### config.mk
export PLATFORM = sky130hd
export DESIGN_NAME = lhe_back
export DESIGN_NICKNAME = d
export VERILOG_FILES = /design/src/sv/lhe_pkg.sv /design/src/sv/lhe_back.sv
export SDC_FILE = /design/constraint.sdc
export NUM_CORES = 1
export LEC_CHECK = 0
export BUFFER_PORTS_ARGS = -buffer_cell sky130_fd_sc_hd__buf_4
export CORE_MARGIN = 3
export CORE_UTILIZATION = 42
export CTS_BUF_LIST = sky130_fd_sc_hd__clkbuf_8 sky130_fd_sc_hd__clkbuf_16
export DETAILED_ROUTE_END_ITERATION = 8
export GPL_ROUTABILITY_DRIVEN = 0
export PLACE_DENSITY = 0.95
export SLEW_MARGIN = 0
export SYNTH_ARGS = -nofsm -noshare
export SYNTH_HDL_FRONTEND = slang
export SYNTH_SLANG_ARGS = --single-unit
### constraint.sdc
create_clock -name clk_i -period 3.7 [get_ports clk_i]
set_clock_uncertainty 0.2 [all_clocks]
set_input_delay 0.185 -clock clk_i [delete_from_list [all_inputs] [get_ports clk_i]]
set_output_delay 0.185 -clock clk_i [all_outputs]
set_load 0.005 [all_outputs]
### src/sv/lhe_pkg.sv
package lhe_pkg;

  typedef logic [7:0] char_t;

  localparam int unsigned RUN_MAX = 8;
  localparam int unsigned NAME_MAX = 6;

  typedef struct packed {
    char_t [RUN_MAX-1:0] chars;
    logic [2:0]          last_idx;
  } run_t;

  localparam logic OP_DATA = 1'b0;
  localparam logic OP_EOF  = 1'b1;

  localparam char_t ASCII_MAX = 8'd127;
  localparam char_t NAME_BASE = 8'd160;
  localparam char_t CH_AMP    = 8'h26;
  localparam char_t CH_HASH   = 8'h23;
  localparam char_t CH_SEMI   = 8'h3B;
  localparam char_t CH_ZERO   = 8'h30;
  localparam char_t CH_CR     = 8'h0D;
  localparam char_t CH_LF     = 8'h0A;
  localparam char_t CH_SUB    = 8'h1A;

  // Entity name, right aligned, zero padded on the left.
  function automatic logic [8*NAME_MAX-1:0] entity_name(input logic [6:0] idx);
    logic [8*NAME_MAX-1:0] n;
    n = '0;
    case (idx)
      7'd0:  n = "nbsp";   7'd1:  n = "iexcl";  7'd2:  n = "cent";   7'd3:  n = "pound";
      7'd4:  n = "curren"; 7'd5:  n = "yen";    7'd6:  n = "brvbar"; 7'd7:  n = "sect";
      7'd8:  n = "uml";    7'd9:  n = "copy";   7'd10: n = "ordf";   7'd11: n = "laquo";
      7'd12: n = "not";    7'd13: n = "shy";    7'd14: n = "reg";    7'd15: n = "macr";
      7'd16: n = "deg";    7'd17: n = "plusmn"; 7'd18: n = "sup2";   7'd19: n = "sup3";
      7'd20: n = "acute";  7'd21: n = "micro";  7'd22: n = "para";   7'd23: n = "middot";
      7'd24: n = "cedil";  7'd25: n = "sup1";   7'd26: n = "ordm";   7'd27: n = "raquo";
      7'd28: n = "frac14"; 7'd29: n = "frac12"; 7'd30: n = "frac34"; 7'd31: n = "iquest";
      7'd32: n = "Agrave"; 7'd33: n = "Aacute"; 7'd34: n = "Acirc";  7'd35: n = "Atilde";
      7'd36: n = "Auml";   7'd37: n = "Aring";  7'd38: n = "AElig";  7'd39: n = "Ccedil";
      7'd40: n = "Egrave"; 7'd41: n = "Eacute"; 7'd42: n = "Ecirc";  7'd43: n = "Euml";
      7'd44: n = "Igrave"; 7'd45: n = "Iacute"; 7'd46: n = "Icirc";  7'd47: n = "Iuml";
      7'd48: n = "ETH";    7'd49: n = "Ntilde"; 7'd50: n = "Ograve"; 7'd51: n = "Oacute";
      7'd52: n = "Ocirc";  7'd53: n = "Otilde"; 7'd54: n = "Ouml";   7'd55: n = "times";
      7'd56: n = "Oslash"; 7'd57: n = "Ugrave"; 7'd58: n = "Uacute"; 7'd59: n = "Ucirc";
      7'd60: n = "Uuml";   7'd61: n = "Yacute"; 7'd62: n = "THORN";  7'd63: n = "szlig";
      7'd64: n = "agrave"; 7'd65: n = "aacute"; 7'd66: n = "acirc";  7'd67: n = "atilde";
      7'd68: n = "auml";   7'd69: n = "aring";  7'd70: n = "aelig";  7'd71: n = "ccedil";
      7'd72: n = "egrave"; 7'd73: n = "eacute"; 7'd74: n = "ecirc";  7'd75: n = "euml";
      7'd76: n = "igrave"; 7'd77: n = "iacute"; 7'd78: n = "icirc";  7'd79: n = "iuml";
      7'd80: n = "eth";    7'd81: n = "ntilde"; 7'd82: n = "ograve"; 7'd83: n = "oacute";
      7'd84: n = "ocirc";  7'd85: n = "otilde"; 7'd86: n = "ouml";   7'd87: n = "divide";
      7'd88: n = "oslash"; 7'd89: n = "ugrave"; 7'd90: n = "uacute"; 7'd91: n = "ucirc";
      7'd92: n = "uuml";   7'd93: n = "yacute"; 7'd94: n = "thorn";  7'd95: n = "yuml";
      default: n = '0;
    endcase
    return n;
  endfunction

endpackage

### src/sv/lhe_back.sv
module lhe_back
  import lhe_pkg::*;
(
  input  logic  clk_i,
  input  logic  rst_ni,
  input  logic  q_empty_i,
  input  run_t  head_i,
  output logic  q_pop_o,
  output logic  empty_o,
  input  logic  pop_i,
  output char_t out_char_o,
  output logic  run_last_o
);

  logic [2:0] idx_q, idx_d;
  logic       out_valid_q, out_valid_d;
  char_t      out_char_q;
  logic       run_last_q;
  logic       emit;
  logic       is_last;

  assign emit    = !q_empty_i && (!out_valid_q || pop_i);
  assign is_last = (idx_q == head_i.last_idx);
  assign q_pop_o = emit && is_last;

  assign empty_o    = !out_valid_q;
  assign out_char_o = out_char_q;
  assign run_last_o = run_last_q;

  always_comb begin
    idx_d = idx_q;
    if (emit) begin
      idx_d = is_last ? 3'd0 : idx_q + 3'd1;
    end
    out_valid_d = emit || (out_valid_q && !pop_i);
  end

  always_ff @(posedge clk_i or negedge rst_ni) begin
    if (!rst_ni) begin
      idx_q       <= 3'd0;
      out_valid_q <= 1'b0;
    end else begin
      idx_q       <= idx_d;
      out_valid_q <= out_valid_d;
    end
  end

  always_ff @(posedge clk_i) begin
    if (emit) begin
      out_char_q <= head_i.chars[idx_q];
      run_last_q <= is_last;
    end
  end

  a_idx_in_run: assert property (@(posedge clk_i) disable iff (!rst_ni)
    !q_empty_i |-> (idx_q <= head_i.last_idx))
    else $error("character index past end of run");

  a_stall_holds: assert property (@(posedge clk_i) disable iff (!rst_ni)
    (!q_empty_i && out_valid_q && !pop_i) |=> (idx_q == $past(idx_q)))
    else $error("run advanced while output stalled");

endmodule

== Yosys cells after proc, flatten, opt, wreduce, memory -nomap -nowiden ==
Cells that the tools add are included.
Widths: inputs -> output; s select.

* Register bits: 13
* Bits of input ports: 71
* Output and inout bits: 11

* Add/sub/neg operators: 1
* Order comparisons: 1
* Equal/unequal tests: 1
* Mux-type cells: 3
* Reductions and logical operators: 8

{| class="wikitable"
|+ Operator list
! cell !! number
|-
| $bmux 8 s3 || 1
|-
| $mux 8 || 1
|-
| $lt 3x4->1 const B || 1
|-
| $add 3x1->3 const B || 1
|-
| $eq 3x3->1 || 1
|-
| $logic_and 1x1->1 || 3
|-
| $logic_not 1->1 || 3
|-
| $mux 3 || 1
|-
| $logic_or 1x1->1 || 2
|}

== Longest topological paths before layout ==
* Word-level depth: 4
* Mapped depth: 5
* Gate-level depth less buffers: 5

== Worst setup path after synthesis ==
OpenSTA, ideal clock, no wires.

* Path kind: flip-flop to flip-flop
* From: register idx_q[0]
* To: register out_char_q[0], in the netlist out_char_o[0] (data pin)
* Library setup time: 260 ps
* Arrival: 1,372 ps
* Data required time: 3,240 ps
* Path slack: 1,868 ps
* Stages on the path, launching flop included: 5
* Path buffers: 2
* Period minus slack after synthesis: 1,832 ps
* Cells stage by stage: dfrtp_1 -> buf_6 -> buf_12 -> mux4_2 -> mux2_4

* Word-level cells in the longest chain between the ends: 2

{| class="wikitable"
|+ Ends and longest elaborated chain
! what !! line !! RTL
|-
| from (decl) || lhe_back.sv:15 || <nowiki>logic [2:0] idx_q, idx_d;</nowiki>
|-
| from (signal assigned) || lhe_back.sv:43 || <nowiki>idx_q <= idx_d;</nowiki>
|-
| $bmux 8 s3 || lhe_back.sv:50 || <nowiki>out_char_q <= head_i.chars[idx_q];</nowiki>
|-
| $mux 8 (not written as such) || lhe_back.sv:50 ||
|-
| to (signal assigned) || lhe_back.sv:50 ||
|-
| to (decl) || lhe_back.sv:17 || <nowiki>char_t out_char_q;</nowiki>
|}

Every way passes these cells. The select of a mux whose other input is x is not followed.
A chain may end at the register's enable or synchronous reset.

== Final worst setup path ==
* From: register idx_q[0]
* To: output q_pop_o

* Word-level cells in the longest chain between the ends: 2

{| class="wikitable"
|+ Ends and longest elaborated chain
! what !! line !! RTL
|-
| $eq 3x3->1 || lhe_back.sv:23 || <nowiki>assign is_last = (idx_q == head_i.last_idx);</nowiki>
|-
| net is_last || lhe_back.sv:20 || <nowiki>logic is_last;</nowiki>
|-
| $logic_and 1x1->1 || lhe_back.sv:24 || <nowiki>assign q_pop_o = emit && is_last;</nowiki>
|-
| to (decl) || lhe_back.sv:8 || <nowiki>output logic q_pop_o,</nowiki>
|}

The timed path passes the listed nets, and every way through them passes these cells.

==> results.json <==
{
  "htree_levels": 1,
  "synth_area_leader_cell": "edfxtp_1",
  "stdcell_area_sq_um": 1720,
  "finalWirelength_um": 2820,
  "final-hold-violation-count": 0,
  "clkLatencyLatePin_ps": 240,
  "syn_nets": 133,
  "ff2ff_setup_slack_ps": 1410,
  "min_path_type": "in2reg",
  "clkSlewWorstSetupHoldPaths_ps": 60,
  "cts_buffers": 3,
  "p_comb_share_pct": 48.9,
  "detail_route.wl_per_cell_um": 16.4,
  "root_buffer": "clkbuf_8",
  "reg2reg_from": "idx_q[0]",
  "status": "finished, final reports clean",
  "syn_to_final_growth_pct": 63.7,
  "finalMaxSlewViolations": 0,
  "p_per_area_nw_per_um2": 502,
  "diodes": 0,
  "final_common_cell": "buf_4",
  "min_period_ps": 2410,
  "coreArea_sq_um": 2300,
  "setup.worst_path.end_class": "output pin",
  "min-delay-start": "pop_i",
  "dp_cells": 166,
  "cts_buffer_depth": 2,
  "pwr-share-seq_pct": 36.9,
  "synth.cell_area_sq_um": 1050,
  "fin_cells": 172,
  "vdd.ir_drop.worst_v": 0.000287,
  "netlist_top_cells_area": "edfxtp_1 (26%), mux4_1 (20%), mux4_2 (17%), mux2_4 (11%), dfrtp_1 (9.5%)",
  "placed_area_sq_um": 1660,
  "cts_tree": "yes",
  "ys_seq_area_share_pct": 35.2,
  "drc_errors": 0,
  "path_cells": "buf_4 > xor2_1 > nor3_2 > and2_1 > buf_4",
  "worstPathMaxFanout": 17,
  "routed_via_density": 5.40,
  "first_iter_violations": 34,
  "p_int_w": 0.000614,
  "setup_viol": 0,
  "fp.dieH_um": 56.1,
  "io_buffers": 81,
  "nNetsFinal": 217,
  "vias": 929,
  "layout_common_cells": "buf_4 (82), edfxtp_1 (9), mux4_1 (8), mux4_2 (8), mux2_4 (8)",
  "antenna_found_initial": 0,
  "drt.antenna.violating_nets": 0,
  "critPathLaunch": "idx_q[0]",
  "fmax_ghz": 0.414,
  "avgSynthCellArea_sq_um": 17.3,
  "cp.arrival_ps": 2030,
  "start_kind": "flop",
  "drv_cap": 0,
  "crit_type": "reg2out",
  "clock_sinks": 13,
  "cts_setup_buffers": 0,
  "tightestPinTransition_ps": 865,
  "drt-pass1-iter-count": 6,
  "timing.final.crit_share_pct": 65.2,
  "grt_pass1_vias": 993,
  "start_util_pct": 45.8,
  "crit_top_cell": "buf_4",
  "grt_max_degree": 20,
  "grt_use_total_pct": 18.9,
  "setup_tns_ps": 0,
  "p_sw_w": 0.000250,
  "crit_family": "flip-flops",
  "overflow": 0,
  "synthCells": 61,
  "rows": 17,
  "power_frac_clock_pct": 14.2,
  "synth_seq_cells": 13,
  "io_pins": 82,
  "yosys_warnings": 0,
  "crit_buf_inv": 2,
  "synth_top_area_share_pct": 25.7,
  "swShare_pct": 29.0,
  "ys_types": 21,
  "grt_pass1_wl_um": 4610,
  "drive_above_1_share_pct": 71.5,
  "rsz0062_at_grt": "no",
  "hold-worst-slack_ps": 51.7,
  "crit_required_ps": 3310,
  "max_slew_margin_pct": 42.3,
  "dieArea_sq_um": 3140,
  "cp_slowest_cell": "dfrtp_1",
  "slowest_delay_ps": 910,
  "leakage_nw": 0.825,
  "die_x_um": 56.1
}
==> power groups by stage <==
stage                     Clock (W)  Sequential, W  Combinational, W
final                      0.000123       0.000319          0.000423
after global routing       0.000134       0.000331          0.000454
after CTS                  0.000124       0.000319          0.000426
after detailed placement          0       0.000322          0.000423
after global placement            0       0.000318          0.000403
after floorplan                   0       0.000239          0.000388
==> what timing repair did <==
| item | in CTS | in global routing |
|---|---|---|
| hold buffers | 2 | 0 |
| setup endpoints to repair | 0 | 0 |
| endpoints found under the hold margin | 5 | 0 |
| gates resized for setup | 0 | 0 |
==> layer usage <==
metal	track usage [%]	part of all wire [%]	vias up
met3	4.87	10	8
met1	20.6	38	432
met5	0	0	-
met4	8.47	2.8	0
li1	-	-	424
met2	34.1	49	65
==> final cells by class <==
| cell class | count | area (sq um) |
|---|---|---|
| repair buffers | 84 | 636 |
| multi-input cells | 41 | 629 |
| fillers | 142 | 574 |
| flip-flops and latches | 13 | 370 |
| clock buffers | 3 | 41.3 |
| well taps | 28 | 35.0 |
| inverters | 2 | 7.51 |
| clock inverters | 1 | 3.75 |
==> kinds of logic (layout without fill, tap and decap cells) <==
logic type / after synthesis / after routing / share of synthesized area, %
xor gates and xnor gates: 3 / 3 / 2.50
adders and majority gates: 1 / 1 / 1.19
buffers and inverters: 7 / 90 / 4.99
and+or+nand+nor: 9 / 9 / 5.11
AOI/OAI and AO/OA: 4 / 4 / 2.50
DFF: 13 / 13 / 35.2
muxes: 24 / 24 / 48.5
==> Yosys cell counts <==
| cell type | n |
|---|---|
| a21o_1 | 1 |
| a21o_2 | 1 |
| and2_1 | 1 |
| buf_1 | 1 |
| buf_12 | 1 |
| buf_2 | 2 |
| buf_6 | 1 |
| dfrtp_1 | 4 |
| edfxtp_1 | 9 |
| ha_1 | 1 |
| inv_1 | 2 |
| mux2_4 | 8 |
| mux4_1 | 8 |
| mux4_2 | 8 |
| nand2_1 | 3 |
| nand2b_1 | 2 |
| nor3_1 | 1 |
| nor3_2 | 1 |
| nor4b_1 | 1 |
| o21ai_0 | 2 |
| xor2_1 | 3 |
==> tightest hold or removal path, stage by stage <==
cell and delay, ps:
buf_4 80, nand2b_1 130, nand2_1 60
==> through the flow <==
| step | total power (W) | setup slack (ps) | utilization [%] |
|---|---|---|---|
| after floorplan | 0.000627 | 1870 | - |
| after global placement | 0.000721 | 1440 | 72.2 |
| after detailed placement | 0.000745 | 1390 | 72.2 |
| after CTS | 0.000869 | 1240 | 75.0 |
| after global routing | 0.000920 | 1090 | 75.0 |
| final | 0.000864 | 1290 | 75.0 |
==> sequential cells by signal (all words and copies together) (netlist names) <==
register and cells:
idx_q 3, out_char_o 8, out_valid_q 1, run_last_o 1
==> final timing paths <==
check | to | cells past startpoint
min in group asynchronous | out_valid_q | 2
max in group asynchronous | idx_q[1] | 2
worst max-delay path | q_pop_o | 5
worst min register to register | out_valid_q | 2
worst min-delay path | out_valid_q | 3
worst max register to register | out_char_o[7] | 2
No activity file was read; power rests on OpenSTA's default activity.
