**src/sv/lhe_pkg.sv**
```systemverilog
package lhe_pkg;

  typedef logic [7:0] char_t;

  localparam int unsigned RUN_MAX = 8;
  localparam int unsigned NAME_MAX = 6;

  typedef struct packed {
    char_t [RUN_MAX-1:0] chars;
    logic [2:0]          last_idx;
  } run_t;

  localparam logic OP_DATA = 1'b0;
  localparam logic OP_EOF  = 1'b1;

  localparam char_t ASCII_MAX = 8'd127;
  localparam char_t NAME_BASE = 8'd160;
  localparam char_t CH_AMP    = 8'h26;
  localparam char_t CH_HASH   = 8'h23;
  localparam char_t CH_SEMI   = 8'h3B;
  localparam char_t CH_ZERO   = 8'h30;
  localparam char_t CH_CR     = 8'h0D;
  localparam char_t CH_LF     = 8'h0A;
  localparam char_t CH_SUB    = 8'h1A;

  // Entity name, right aligned, zero padded on the left.
  function automatic logic [8*NAME_MAX-1:0] entity_name(input logic [6:0] idx);
    logic [8*NAME_MAX-1:0] n;
    n = '0;
    case (idx)
      7'd0:  n = "nbsp";   7'd1:  n = "iexcl";  7'd2:  n = "cent";   7'd3:  n = "pound";
      7'd4:  n = "curren"; 7'd5:  n = "yen";    7'd6:  n = "brvbar"; 7'd7:  n = "sect";
      7'd8:  n = "uml";    7'd9:  n = "copy";   7'd10: n = "ordf";   7'd11: n = "laquo";
      7'd12: n = "not";    7'd13: n = "shy";    7'd14: n = "reg";    7'd15: n = "macr";
      7'd16: n = "deg";    7'd17: n = "plusmn"; 7'd18: n = "sup2";   7'd19: n = "sup3";
      7'd20: n = "acute";  7'd21: n = "micro";  7'd22: n = "para";   7'd23: n = "middot";
      7'd24: n = "cedil";  7'd25: n = "sup1";   7'd26: n = "ordm";   7'd27: n = "raquo";
      7'd28: n = "frac14"; 7'd29: n = "frac12"; 7'd30: n = "frac34"; 7'd31: n = "iquest";
      7'd32: n = "Agrave"; 7'd33: n = "Aacute"; 7'd34: n = "Acirc";  7'd35: n = "Atilde";
      7'd36: n = "Auml";   7'd37: n = "Aring";  7'd38: n = "AElig";  7'd39: n = "Ccedil";
      7'd40: n = "Egrave"; 7'd41: n = "Eacute"; 7'd42: n = "Ecirc";  7'd43: n = "Euml";
      7'd44: n = "Igrave"; 7'd45: n = "Iacute"; 7'd46: n = "Icirc";  7'd47: n = "Iuml";
      7'd48: n = "ETH";    7'd49: n = "Ntilde"; 7'd50: n = "Ograve"; 7'd51: n = "Oacute";
      7'd52: n = "Ocirc";  7'd53: n = "Otilde"; 7'd54: n = "Ouml";   7'd55: n = "times";
      7'd56: n = "Oslash"; 7'd57: n = "Ugrave"; 7'd58: n = "Uacute"; 7'd59: n = "Ucirc";
      7'd60: n = "Uuml";   7'd61: n = "Yacute"; 7'd62: n = "THORN";  7'd63: n = "szlig";
      7'd64: n = "agrave"; 7'd65: n = "aacute"; 7'd66: n = "acirc";  7'd67: n = "atilde";
      7'd68: n = "auml";   7'd69: n = "aring";  7'd70: n = "aelig";  7'd71: n = "ccedil";
      7'd72: n = "egrave"; 7'd73: n = "eacute"; 7'd74: n = "ecirc";  7'd75: n = "euml";
      7'd76: n = "igrave"; 7'd77: n = "iacute"; 7'd78: n = "icirc";  7'd79: n = "iuml";
      7'd80: n = "eth";    7'd81: n = "ntilde"; 7'd82: n = "ograve"; 7'd83: n = "oacute";
      7'd84: n = "ocirc";  7'd85: n = "otilde"; 7'd86: n = "ouml";   7'd87: n = "divide";
      7'd88: n = "oslash"; 7'd89: n = "ugrave"; 7'd90: n = "uacute"; 7'd91: n = "ucirc";
      7'd92: n = "uuml";   7'd93: n = "yacute"; 7'd94: n = "thorn";  7'd95: n = "yuml";
      default: n = '0;
    endcase
    return n;
  endfunction

endpackage

```
**src/sv/lhe_queue.sv**
```systemverilog
module lhe_queue
  import lhe_pkg::*;
(
  input  logic clk_i,
  input  logic rst_ni,
  input  logic push_i,
  input  run_t data_i,
  output logic full_o,
  input  logic pop_i,
  output logic empty_o,
  output run_t head_o
);

  run_t       mem_q [2];
  logic       wr_ptr_q, wr_ptr_d;
  logic       rd_ptr_q, rd_ptr_d;
  logic [1:0] count_q, count_d;

  assign full_o  = (count_q == 2'd2);
  assign empty_o = (count_q == 2'd0);
  assign head_o  = mem_q[rd_ptr_q];

  always_comb begin
    wr_ptr_d = push_i ? ~wr_ptr_q : wr_ptr_q;
    rd_ptr_d = pop_i ? ~rd_ptr_q : rd_ptr_q;
    count_d  = count_q + 2'(push_i) - 2'(pop_i);
  end

  always_ff @(posedge clk_i or negedge rst_ni) begin
    if (!rst_ni) begin
      wr_ptr_q <= 1'b0;
      rd_ptr_q <= 1'b0;
      count_q  <= 2'd0;
    end else begin
      wr_ptr_q <= wr_ptr_d;
      rd_ptr_q <= rd_ptr_d;
      count_q  <= count_d;
    end
  end

  always_ff @(posedge clk_i) begin
    if (push_i) begin
      mem_q[wr_ptr_q] <= data_i;
    end
  end

  a_no_overflow: assert property (@(posedge clk_i) disable iff (!rst_ni)
    push_i |-> (count_q != 2'd2 || pop_i))
    else $error("queue write while full");

  a_no_underflow: assert property (@(posedge clk_i) disable iff (!rst_ni)
    pop_i |-> (count_q != 2'd0))
    else $error("queue read while empty");

  a_ptr_count: assert property (@(posedge clk_i) disable iff (!rst_ni)
    (count_q == 2'd1) |-> (wr_ptr_q != rd_ptr_q))
    else $error("queue pointers disagree with count");

endmodule

```
**config.mk**
```make
export PLATFORM = sky130hd
export DESIGN_NAME = lhe_queue
export DESIGN_NICKNAME = d
export VERILOG_FILES = /design/src/sv/lhe_pkg.sv /design/src/sv/lhe_queue.sv
export SDC_FILE = /design/constraint.sdc
export NUM_CORES = 1
export LEC_CHECK = 0
export BUFFER_PORTS_ARGS = -buffer_cell sky130_fd_sc_hd__buf_4
export CAP_MARGIN = 20
export CORE_ASPECT_RATIO = 0.6
export CORE_MARGIN = 3
export CORE_UTILIZATION = 40
export CTS_CLUSTER_DIAMETER = 40
export DETAILED_ROUTE_END_ITERATION = 16
export GPL_ROUTABILITY_DRIVEN = 1
export GPL_TIMING_DRIVEN = 0
export HOLD_SLACK_MARGIN = 0.02
export PLACE_DENSITY = 0.77
export SLEW_MARGIN = 20
export SYNTH_ARGS = -nofsm -noshare
export SYNTH_HDL_FRONTEND = slang
export SYNTH_SLANG_ARGS = --single-unit
```
**constraint.sdc**
```tcl
create_clock -name clk_i -period 3.85 [get_ports clk_i]
set_clock_uncertainty 0.1 [all_clocks]
set_input_delay 0.1925 -clock clk_i [delete_from_list [all_inputs] [get_ports clk_i]]
set_output_delay 0.1925 -clock clk_i [all_outputs]
set_load 0.02 [all_outputs]
```
# Yosys cells after proc, flatten, opt, wreduce, memory -nomap -nowiden
# Memories as Yosys holds them, arrays and structs flattened.
# Index checks and enable logic that the tools add are counted.
# W data, S select, Z words.
dict set report classes {
  addsub 2
  mul 0
  div 0
  magnitude_cmp 0
  n_eq_ne 1
  shift 0
  muxes 2
  n_bitwise 2
  reduce_logical 1
}
# op n
set ops {}
lappend ops {{$add A2 B1 Y2} 1}
lappend ops {{$eq A2 B2 Y1 const B} 1}
lappend ops {{$logic_not A2 Y1} 1}
lappend ops {{$mux W1} 2}
lappend ops {{$not A1 Y1} 2}
lappend ops {{$sub A2 B1 Y2} 1}
dict set report word_totals {
  register_bits 4
  latchBits 0
  ramBits 134
  romBits 0
  in_bits 71
  output_inout_bits 69
  word_cells 12
  memories 1
}
# memory depth word_bits rd rd_clocked_by_memory_dff wr line_no
set mem_list {}
lappend mem_list {mem_q 2 67 1 0 1 lhe_queue.sv:14} ;# run_t mem_q [2];

# Depth between registers and ports, before layout
# Gate-level depths: netlist of run 1.
dict set report logic_depth {
  word_depth 2
  mapped_depth 5
  mapped_depth_nobuf 5
}

# Least setup slack after synthesis of run 1
# Ideal clock, no wire load.
dict set report synth_path {
  path_kind {register to register}
  start {reg wr_ptr_q}
  end {mem mem_q[0][0] in the netlist's numbering (enable)}
  setup_ns 0.500
  arrival_time_ns 3.379
  required_time_ns 3.250
  setup_slack_ns -0.129
  path_stages_with_launch 2
  n_path_buf 0
  period_less_slack_ns 3.979
  cell_sequence {dfrtp_1 nor2b_1}
}
# element line_no
set synth_rtl {}
lappend synth_rtl {{start, declared} lhe_queue.sv:15} ;# logic wr_ptr_q, wr_ptr_d;
lappend synth_rtl {{start signal, assigned} lhe_queue.sv:35} ;# wr_ptr_q <= wr_ptr_d;
lappend synth_rtl {{end, declared} lhe_queue.sv:14}
# No word-level cell before the write port.

==> flow_summary.json, run 1 <==
{
  "status": "completed",
  "comb_power_share_pct": 34.7,
  "grt.total_usage_pct": 14.7,
  "path_clk_slew_ps": 60,
  "synth.area.mux_share_pct": 16.2,
  "clockPowerShare_pct": 29.0,
  "crit_chain": "buf_6 > buf_6 > buf_8 > mux2_4 > buf_4",
  "die_h_microns": 93.7,
  "synthCells": 224,
  "post-route-min-period_ps": 1990,
  "antenna_cells": 0,
  "path_buf_inv": 4,
  "firstDrtPassIters": 4,
  "powerDensity_nw_per_um2": 734,
  "gp_congestion": 0.746,
  "end_kind": "output port",
  "cp_top_family": "buffers and inverters",
  "yosysWarnings": 0,
  "internal-power_mw": 4.04,
  "clock_path_buffers": 2,
  "fin_ws_ps": 1860,
  "power.share.switching_pct": 29.1,
  "cp_data_arrival_time_ps": 1700,
  "via_count": 2880,
  "die_w_microns": 152,
  "io_buffers": 139,
  "fin_nets": 529,
  "power_switching_mw": 1.66,
  "hp-class": "in2reg",
  "overflow": 0,
  "seqPwrFrac_pct": 36.3,
  "finalCritPeriodShare_pct": 51.7,
  "ant_nets": 0,
  "critPathMaxFanout": 10,
  "netlist_area_sq_um": 5120,
  "cts_setup_buffers": 0,
  "setup_tns_ps": 0,
  "path_class": "reg2out",
  "tightest_slew_ps": 665,
  "post-place-ws_ps": 2150,
  "cts_resized": 0,
  "crit_slowest_cell": "dfrtp_1",
  "startpoint_type": "flop",
  "drt_iter0_drc": 156,
  "slew_headroom_pct": 55.6,
  "vias_per_cell": 4.55,
  "hold_viol": 0,
  "antenna_found_initial": 0,
  "synth_compound_area_share_pct": 0,
  "areaGrowthSynthToFinish_pct": 51.6,
  "dieArea_sq_um": 14200,
  "fp-row-count": 31,
  "cts_made_buffers": 17,
  "pin_count": 140,
  "yosys.area_share.simple_pct": 0.440,
  "cpPeakStageDelay_ps": 340,
  "yosys_register_bits": 138,
  "fp.coreArea_sq_um": 12300,
  "finalNonFillerCells": 633,
  "grt_pass1_wl_mm": 16.2,
  "synth_fa_ha_area_share_pct": 0.489,
  "grt_max_degree": 36,
  "wl_mm": 10.1,
  "grt_pass1_vias": 3178,
  "hpwlAfterDp_mm": 6.58,
  "synth.distinct_cells": 14,
  "fmax_ghz": 0.502,
  "rsz0062_at_grt": "false",
  "maxCapViolCount": 0,
  "cp_common_cell": "buf_6",
  "yosysSeqAreaShare_pct": 80.5,
  "cts.sinks": 138,
  "synth_nets": 297,
  "finalSetupViolCount": 0,
  "final_util_pct": 63.2,
  "tritoncts": "done",
  "drive_gt1_share_pct": 52.6,
  "slew_violations": 0,
  "dp_cells": 531,
  "worstPathRequired_ps": 3560,
  "ctsHtreeMaxLevel": 4,
  "synth_xor_area_share_pct": 0.806,
  "drc": 0,
  "peakVddDrop_v": 0.000467,
  "clk_latency_ps": 400,
  "initial_core_util_pct": 41.7,
  "synth_top_family_by_area": "multiplexers",
  "detail_route.wl_per_cell_microns": 16.0,
  "cts_root_buf": "clkbuf_16",
  "p_total_mw": 5.70,
  "leakage_nw": 3.04,
  "avgSynthCellArea_sq_um": 22.9
}
==> logic make-up (layout without fill, tap and decap cells) <==
logic type / Yosys count / in the layout
flops: 138 / 138
fa+ha+maj: 2 / 2
simple gates: 4 / 4
xor+xnor: 3 / 3
mux: 67 / 67
buf+inv: 10 / 254
==> placed cells by master, fill, tap and decap left out, drive strengths merged <==
master,instances
bufinv,4
buf,150
clkinv,5
xor3,1
ha,2
mux2,67
clkbuf,19
inv,3
dfrtp,4
dlygate4sd3,71
clkinvlp,2
nor2b,2
edfxtp,134
nor2,1
xor2,2
and2,1
==> power groups by stage <==
| stage | clock, mW | combinational [mW] | sequential, mW |
|---|---|---|---|
| after detailed placement | 0 | 1.94 | 2.10 |
| after global placement | 0 | 1.87 | 2.11 |
| after CTS | 1.68 | 2.01 | 2.07 |
| after floorplan | 0 | 1.20 | 2.09 |
| after global routing | 1.76 | 2.10 | 2.10 |
| final | 1.65 | 1.98 | 2.07 |
==> repair_timing <==
item                                    4_1_cts  5_1_grt
endpoints found under the setup margin        0        0
hold buffers                                 71        0
endpoints found under the hold margin       141        0
==> cell usage after synthesis (all sizes together) <==
| master | number | share of area [%] |
|---|---|---|
| dfrtp | 4 | 2.0 |
| xor2 | 2 | 0.34 |
| buf | 8 | 1.4 |
| nor2 | 1 | 0.073 |
| and2 | 1 | 0.12 |
| edfxtp | 134 | 79 |
| nor2b | 2 | 0.24 |
| mux2 | 67 | 16 |
| xor3 | 1 | 0.46 |
| ha | 2 | 0.49 |
| inv | 2 | 0.15 |
==> worst register-to-register path, delay by kind of cell (launching register included) <==
kind | cells | cell delay [ps]
and+or+nand+nor | 1 | 570
buffers and inverters | 1 | 270
DFF | 1 | 430
==> stage by stage <==
stage	area (sq um)	hold WS, ps
final	7770	412
after global routing	7770	402
after CTS	7770	392
after detailed placement	6450	-106
after global placement	6370	-109
after floorplan	5120	-203
==> layer usage <==
metal  global-route usage, %  part of all wire [%]  up-vias
li1                        -                     -     1353
met1                    18.7                    44     1409
met2                    23.7                    48      111
met3                    6.03                   7.1        7
met4                    4.04                  0.60        0
met5                       0                     0        -
==> worst paths after layout <==
| kind | start | end | slack [ps] | depth (start not counted) |
|---|---|---|---|---|
| max | rd_ptr_q | head_o[52] | 1860 | 5 |
| min | data_i[62] | mem_q[0][62] | 410 | 2 |
| max reg2reg | wr_ptr_q | mem_q[0][31] | 2160 | 2 |
| min reg2reg | wr_ptr_q | wr_ptr_q | 460 | 1 |
| max in group asynchronous | rst_ni | wr_ptr_q | 2860 | 3 |
| min in group asynchronous | rst_ni | count_q[0] | 610 | 3 |
==> state kept, by name, summed over array words and instances (netlist names) <==
name	flops
count_q	2
rd_ptr_q	1
mem_q	134
wr_ptr_q	1
==> layout make-up <==
class                   instances  area (sq um)
repair buffers                213          1820
well taps                     165           206
flip-flops and latches        138          4120
plain buffers                   8          72.6
clock inverters                12           174
inverters                       2          7.51
multi-input cells              76           928
fillers                       874          4530
clock buffers                  19           433
Power figures use the tool's default switching activity.
==> inputs of run 2 (changes only) <==
PLACE_DENSITY = 0.75   (was 0.77)
clock period = 1.97 ns   (was 3.85 ns; I/O delays follow)
==> run 2 against run 1 <==
  * Utilization unchanged
  * Flip-flop and latch count stayed put
  * Power grew 95%
  * Clock power rose by 93%
  * Cell count up 0.16%
  * Critical path type unchanged
  * Worst hold slack got worse by 95 ps
  * Non-clock buffer count did not move
  * Design area stayed put
==> flow_summary.json, run 2 (synthesized netlist as in run 1, its figures left out) <==
{
  "drc": 0,
  "post-place-ws_ps": 256,
  "clk_latency_ps": 400,
  "pin_count": 140,
  "layout_common_cells": "buf_4 (139), edfxtp_1 (134), dlygate4sd3_1 (71)",
  "min_from": "data_i[12]",
  "fp.coreArea_sq_um": 12300,
  "areaGrowthSynthToFinish_pct": 51.6,
  "reg2reg_to": "mem_q[0][19]",
  "detail_route.wl_per_cell_microns": 16.1,
  "drt_iter0_drc": 134,
  "end_kind": "output port",
  "peakVddDrop_v": 0.000835,
  "die_w_microns": 152,
  "grt.total_usage_pct": 14.8,
  "hold_viol": 0,
  "worstPathRequired_ps": 1770,
  "path_class": "reg2out",
  "gp_congestion": 0.716,
  "ant_nets": 0,
  "powerDensity_nw_per_um2": 1430,
  "initial_core_util_pct": 41.7,
  "ff2ff_path_depth": 2,
  "tritoncts": "done",
  "dp_cells": 531,
  "cp_data_arrival_time_ps": 1680,
  "cts_made_buffers": 17,
  "drive_gt1_share_pct": 52.9,
  "cpPeakStageDelay_ps": 340,
  "nFillCells": 845,
  "ctsHtreeMaxLevel": 4,
  "overflow": 0,
  "hp-class": "in2reg",
  "path_buf_inv": 4,
  "grt_max_degree": 38,
  "critPathMaxFanout": 10,
  "antenna_cells": 0,
  "antenna_found_initial": 0,
  "whs_path_depth": 2,
  "fin_ws_ps": 87.0,
  "finalNonFillerCells": 634,
  "maxCapViolCount": 0,
  "tightest_slew_ps": 667,
  "die_h_microns": 93.7,
  "cts.sinks": 138,
  "final_area_sq_um": 7770,
  "crit_chain": "buf_6 > buf_6 > buf_8 > mux2_4 > buf_4",
  "fin_nets": 529,
  "hpwlAfterDp_mm": 6.46,
  "grt_pass1_vias": 3126,
  "leakage_nw": 3.04,
  "crit_slowest_cell": "dfrtp_1",
  "cts_root_buf": "clkbuf_16",
  "status": "completed",
  "post-route-min-period_ps": 1880,
  "fmax_ghz": 0.531,
  "grt_pass1_wl_mm": 16.2,
  "cts_setup_buffers": 0,
  "cp_common_cell": "buf_6",
  "top_regs": "mem_q: 134 flops, count_q: 2 flops",
  "rsz0062_at_grt": "false",
  "firstDrtPassIters": 4,
  "vias_per_cell": 4.50,
  "p_total_mw": 11.1,
  "regMostFlops": "mem_q",
  "cp_top_family": "buffers and inverters",
  "clock_path_buffers": 2,
  "fp-row-count": 31,
  "io_buffers": 139,
  "rrSetupSlack_ps": 280,
  "dieArea_sq_um": 14200,
  "slew_violations": 0,
  "wl_mm": 10.2,
  "path_clk_slew_ps": 60,
  "hold_path_end": "mem_q[1][12]",
  "worst_r2r_startpoint": "wr_ptr_q",
  "postPlaceCellArea_sq_um": 6450,
  "slew_headroom_pct": 55.4,
  "via_count": 2855,
  "final_common_cell": "buf_4",
  "finalCritPeriodShare_pct": 95.6,
  "largest_reg_flops": 134,
  "finalSetupViolCount": 0,
  "startpoint_type": "flop"
}
[run 2: layer usage]
| metal | wire, microns | part of all wire, % | vias up | GRT usage (%) |
|---|---|---|---|---|
| li1 | - | - | 1353 | - |
| met2 | 4960 | 48 | 102 | 24.3 |
| met3 | 776 | 7.6 | 18 | 6.30 |
| met1 | 4370 | 43 | 1382 | 18.1 |
| met4 | 112 | 1.1 | 0 | 4.71 |
| met5 | 0 | 0 | - | 0 |
[run 2: repair_timing]
item,in CTS,in global routing
gates resized for setup,0,1
hold buffers,71,0
hold endpoints to repair,141,0
setup endpoints to repair,0,1
[run 2: cell type report]
class / count / area, sq um / area share [%]
Sequential cell: 138 / 4120 / 53.1
Clock inverter: 13 / 169 / 2.17
Clock buffer: 19 / 433 / 5.57
Tap cell: 165 / 206 / 2.66
Timing Repair Buffer: 213 / 1820 / 23.5
Multi-Input combinational cell: 76 / 928 / 12.0
Inverter: 2 / 7.51 / 0.0966
Buffer: 8 / 77.6 / 0.999
[run 2: worst max-delay path by stage]
| stage | from | to | slack [ps] | cells past startpoint |
|---|---|---|---|---|
| after CTS | rd_ptr_q | head_o[43] | 50 | 5 |
| after global placement | wr_ptr_q | mem_q[0][19] | -510 | 1 |
| after detailed placement | wr_ptr_q | mem_q[0][38] | 260 | 2 |
| final | rd_ptr_q | head_o[53] | 90 | 5 |
| after global routing | rd_ptr_q | head_o[52] | 5 | 5 |
| after floorplan | wr_ptr_q | mem_q[0][0] | 30 | 1 |
[run 2: power breakdown]
part / total [mW] / internal (mW) / switching [mW]
clock network: 3.19 / 2.00 / 1.18
logic: 3.90 / 1.91 / 1.99
registers: 4.04 / 3.90 / 0.141
[run 2: through the flow]
step                hold slack [ps]  TNS [ps]  util (%)
global route                    298         0      63.2
global placement               -204    -52330      51.9
floorplan                      -297         0         -
CTS                             299         0      63.1
finish                          318         0      63.2
detailed placement             -200         0      52.5
[run 2: worst reg2reg max path: stages (launching register included)]
cell	delay (ps)
dfrtp_1	430
nor2b_4	570
buf_12	280
==> inputs of run 3 (changes only) <==
MAX_ROUTING_LAYER = met4   (was default)
==> run 3 against run 2 <==
  * Critical path depth is the same
  * Design area is essentially flat
  * Via count is essentially flat
  * Setup slack lost 3.9 ps
  * Critical path type unchanged
==> flow_summary.json, run 3 (synthesized netlist as in run 1, its figures left out) <==
{
  "crit_chain": "buf_6 > buf_6 > buf_8 > mux2_4 > buf_4",
  "ctsHtreeMaxLevel": 4,
  "regMostFlops": "mem_q",
  "via_count": 2857,
  "io_buffers": 139,
  "hp-class": "in2reg",
  "finalCritPeriodShare_pct": 95.8,
  "clock_path_buffers": 2,
  "nFillCells": 847,
  "slew_headroom_pct": 55.6,
  "startpoint_type": "flop",
  "slew_violations": 0,
  "post-route-min-period_ps": 1890,
  "layout_common_cells": "buf_4 (139), edfxtp_1 (134), dlygate4sd3_1 (71)",
  "path_buf_inv": 4,
  "fin_nets": 529,
  "hold_viol": 0,
  "cp_top_family": "buffers and inverters",
  "min_from": "data_i[12]",
  "die_w_microns": 152,
  "peakVddDrop_v": 0.000834,
  "cp_common_cell": "buf_6",
  "fmax_ghz": 0.530,
  "hpwlAfterDp_mm": 6.46,
  "setup.worst_path.start": "rd_ptr_q",
  "status": "completed",
  "die_h_microns": 93.7,
  "grt_pass1_vias": 3132,
  "fp-row-count": 31,
  "worstPathRequired_ps": 1770,
  "antenna_found_initial": 0,
  "gp_congestion": 0.724,
  "clk_latency_ps": 400,
  "areaGrowthSynthToFinish_pct": 51.5,
  "cts.sinks": 138,
  "antenna_cells": 0,
  "tightest_slew_ps": 665,
  "ant_nets": 0,
  "largest_reg_flops": 134,
  "post-place-ws_ps": 256,
  "finalSetupViolCount": 0,
  "firstDrtPassIters": 4,
  "final_util_pct": 63.1,
  "cts_root_buf": "clkbuf_16",
  "grt_pass1_wl_mm": 16.2,
  "fin_ws_ps": 83.1,
  "dieArea_sq_um": 14200,
  "crit_slowest_cell": "dfrtp_1",
  "cp_data_arrival_time_ps": 1690,
  "vias_per_cell": 4.51,
  "top_regs": "mem_q: 134 flops, count_q: 2 flops",
  "cts_setup_buffers": 0,
  "drive_gt1_share_pct": 52.9,
  "tritoncts": "done",
  "powerDensity_nw_per_um2": 1430,
  "multiInputGateArea_sq_um": 928,
  "critPathMaxFanout": 10,
  "regArea_sq_um": 4120,
  "drc": 0,
  "path_clk_slew_ps": 60,
  "grt_max_degree": 38,
  "fp.coreArea_sq_um": 12300,
  "drt_iter0_drc": 120,
  "cts_made_buffers": 17,
  "wl_mm": 10.2,
  "detail_route.wl_per_cell_microns": 16.1,
  "leakage_nw": 3.04,
  "worst_r2r_startpoint": "wr_ptr_q",
  "maxCapViolCount": 0,
  "end_kind": "output port",
  "cpPeakStageDelay_ps": 340,
  "worst_hold_slack_ps": 320,
  "grt.total_usage_pct": 15.2,
  "rsz0062_at_grt": "false",
  "initial_core_util_pct": 41.7,
  "pin_count": 140,
  "path_class": "reg2out",
  "final_common_cell": "buf_4",
  "overflow": 0
}
run 3: cell counts in the layout (fill, tap and decap cells not counted):
No cell type changed its count.
run 3: layer usage:
| metal | GRT usage [%] | routed length [microns] | part of all wire (%) | up-vias |
|---|---|---|---|---|
| li1 | - | - | - | 1352 |
| met1 | 18.5 | 4450 | 44 | 1384 |
| met2 | 24.2 | 4920 | 48 | 105 |
| met3 | 5.71 | 722 | 7.1 | 16 |
| met4 | 4.71 | 109 | 1.1 | 0 |
| met5 | - | 0 | 0 | - |
run 3: power by group:
group | internal, mW | total (mW) | switching, mW
Sequential | 3.90 | 4.04 | 0.142
Combinational | 1.90 | 3.88 | 1.99
Clock | 2.00 | 3.19 | 1.18
run 3: area by class of cell:
| cell class | count | area share (%) |
|---|---|---|
| Sequential cell | 138 | 53.1 |
| Timing Repair Buffer | 213 | 23.5 |
| Multi-Input combinational cell | 76 | 12.0 |
| Clock buffer | 19 | 5.58 |
| Tap cell | 165 | 2.66 |
| Clock inverter | 13 | 2.18 |
| Buffer | 8 | 0.935 |
| Inverter | 2 | 0.0967 |
run 3: what timing repair did:
item | CTS | global route
gates resized for setup | 0 | 0
hold buffers | 71 | 0
hold endpoints to repair | 141 | 0
run 3: per-stage QoR:
stage	area [sq um]	setup TNS, ps	instances	power (mW)
3_5_place_dp	6450	0	531	7.90
5_1_grt	7760	0	634	11.6
2_1_floorplan	5130	0	224	6.41
3_3_place_gp	6380	-52330	528	7.77
6_report	7760	0	634	11.1
4_1_cts	7760	0	634	11.2
run 3: final timing paths:
check / to / slack [ps] / cells after the start
worst max-delay path: head_o[38] / 80 / 5
worst min-delay path: mem_q[1][12] / 320 / 2
worst max register to register: mem_q[0][19] / 280 / 2
worst min register to register: wr_ptr_q / 450 / 1
max in group asynchronous: rd_ptr_q / 1080 / 3
min in group asynchronous: count_q[0] / 520 / 3
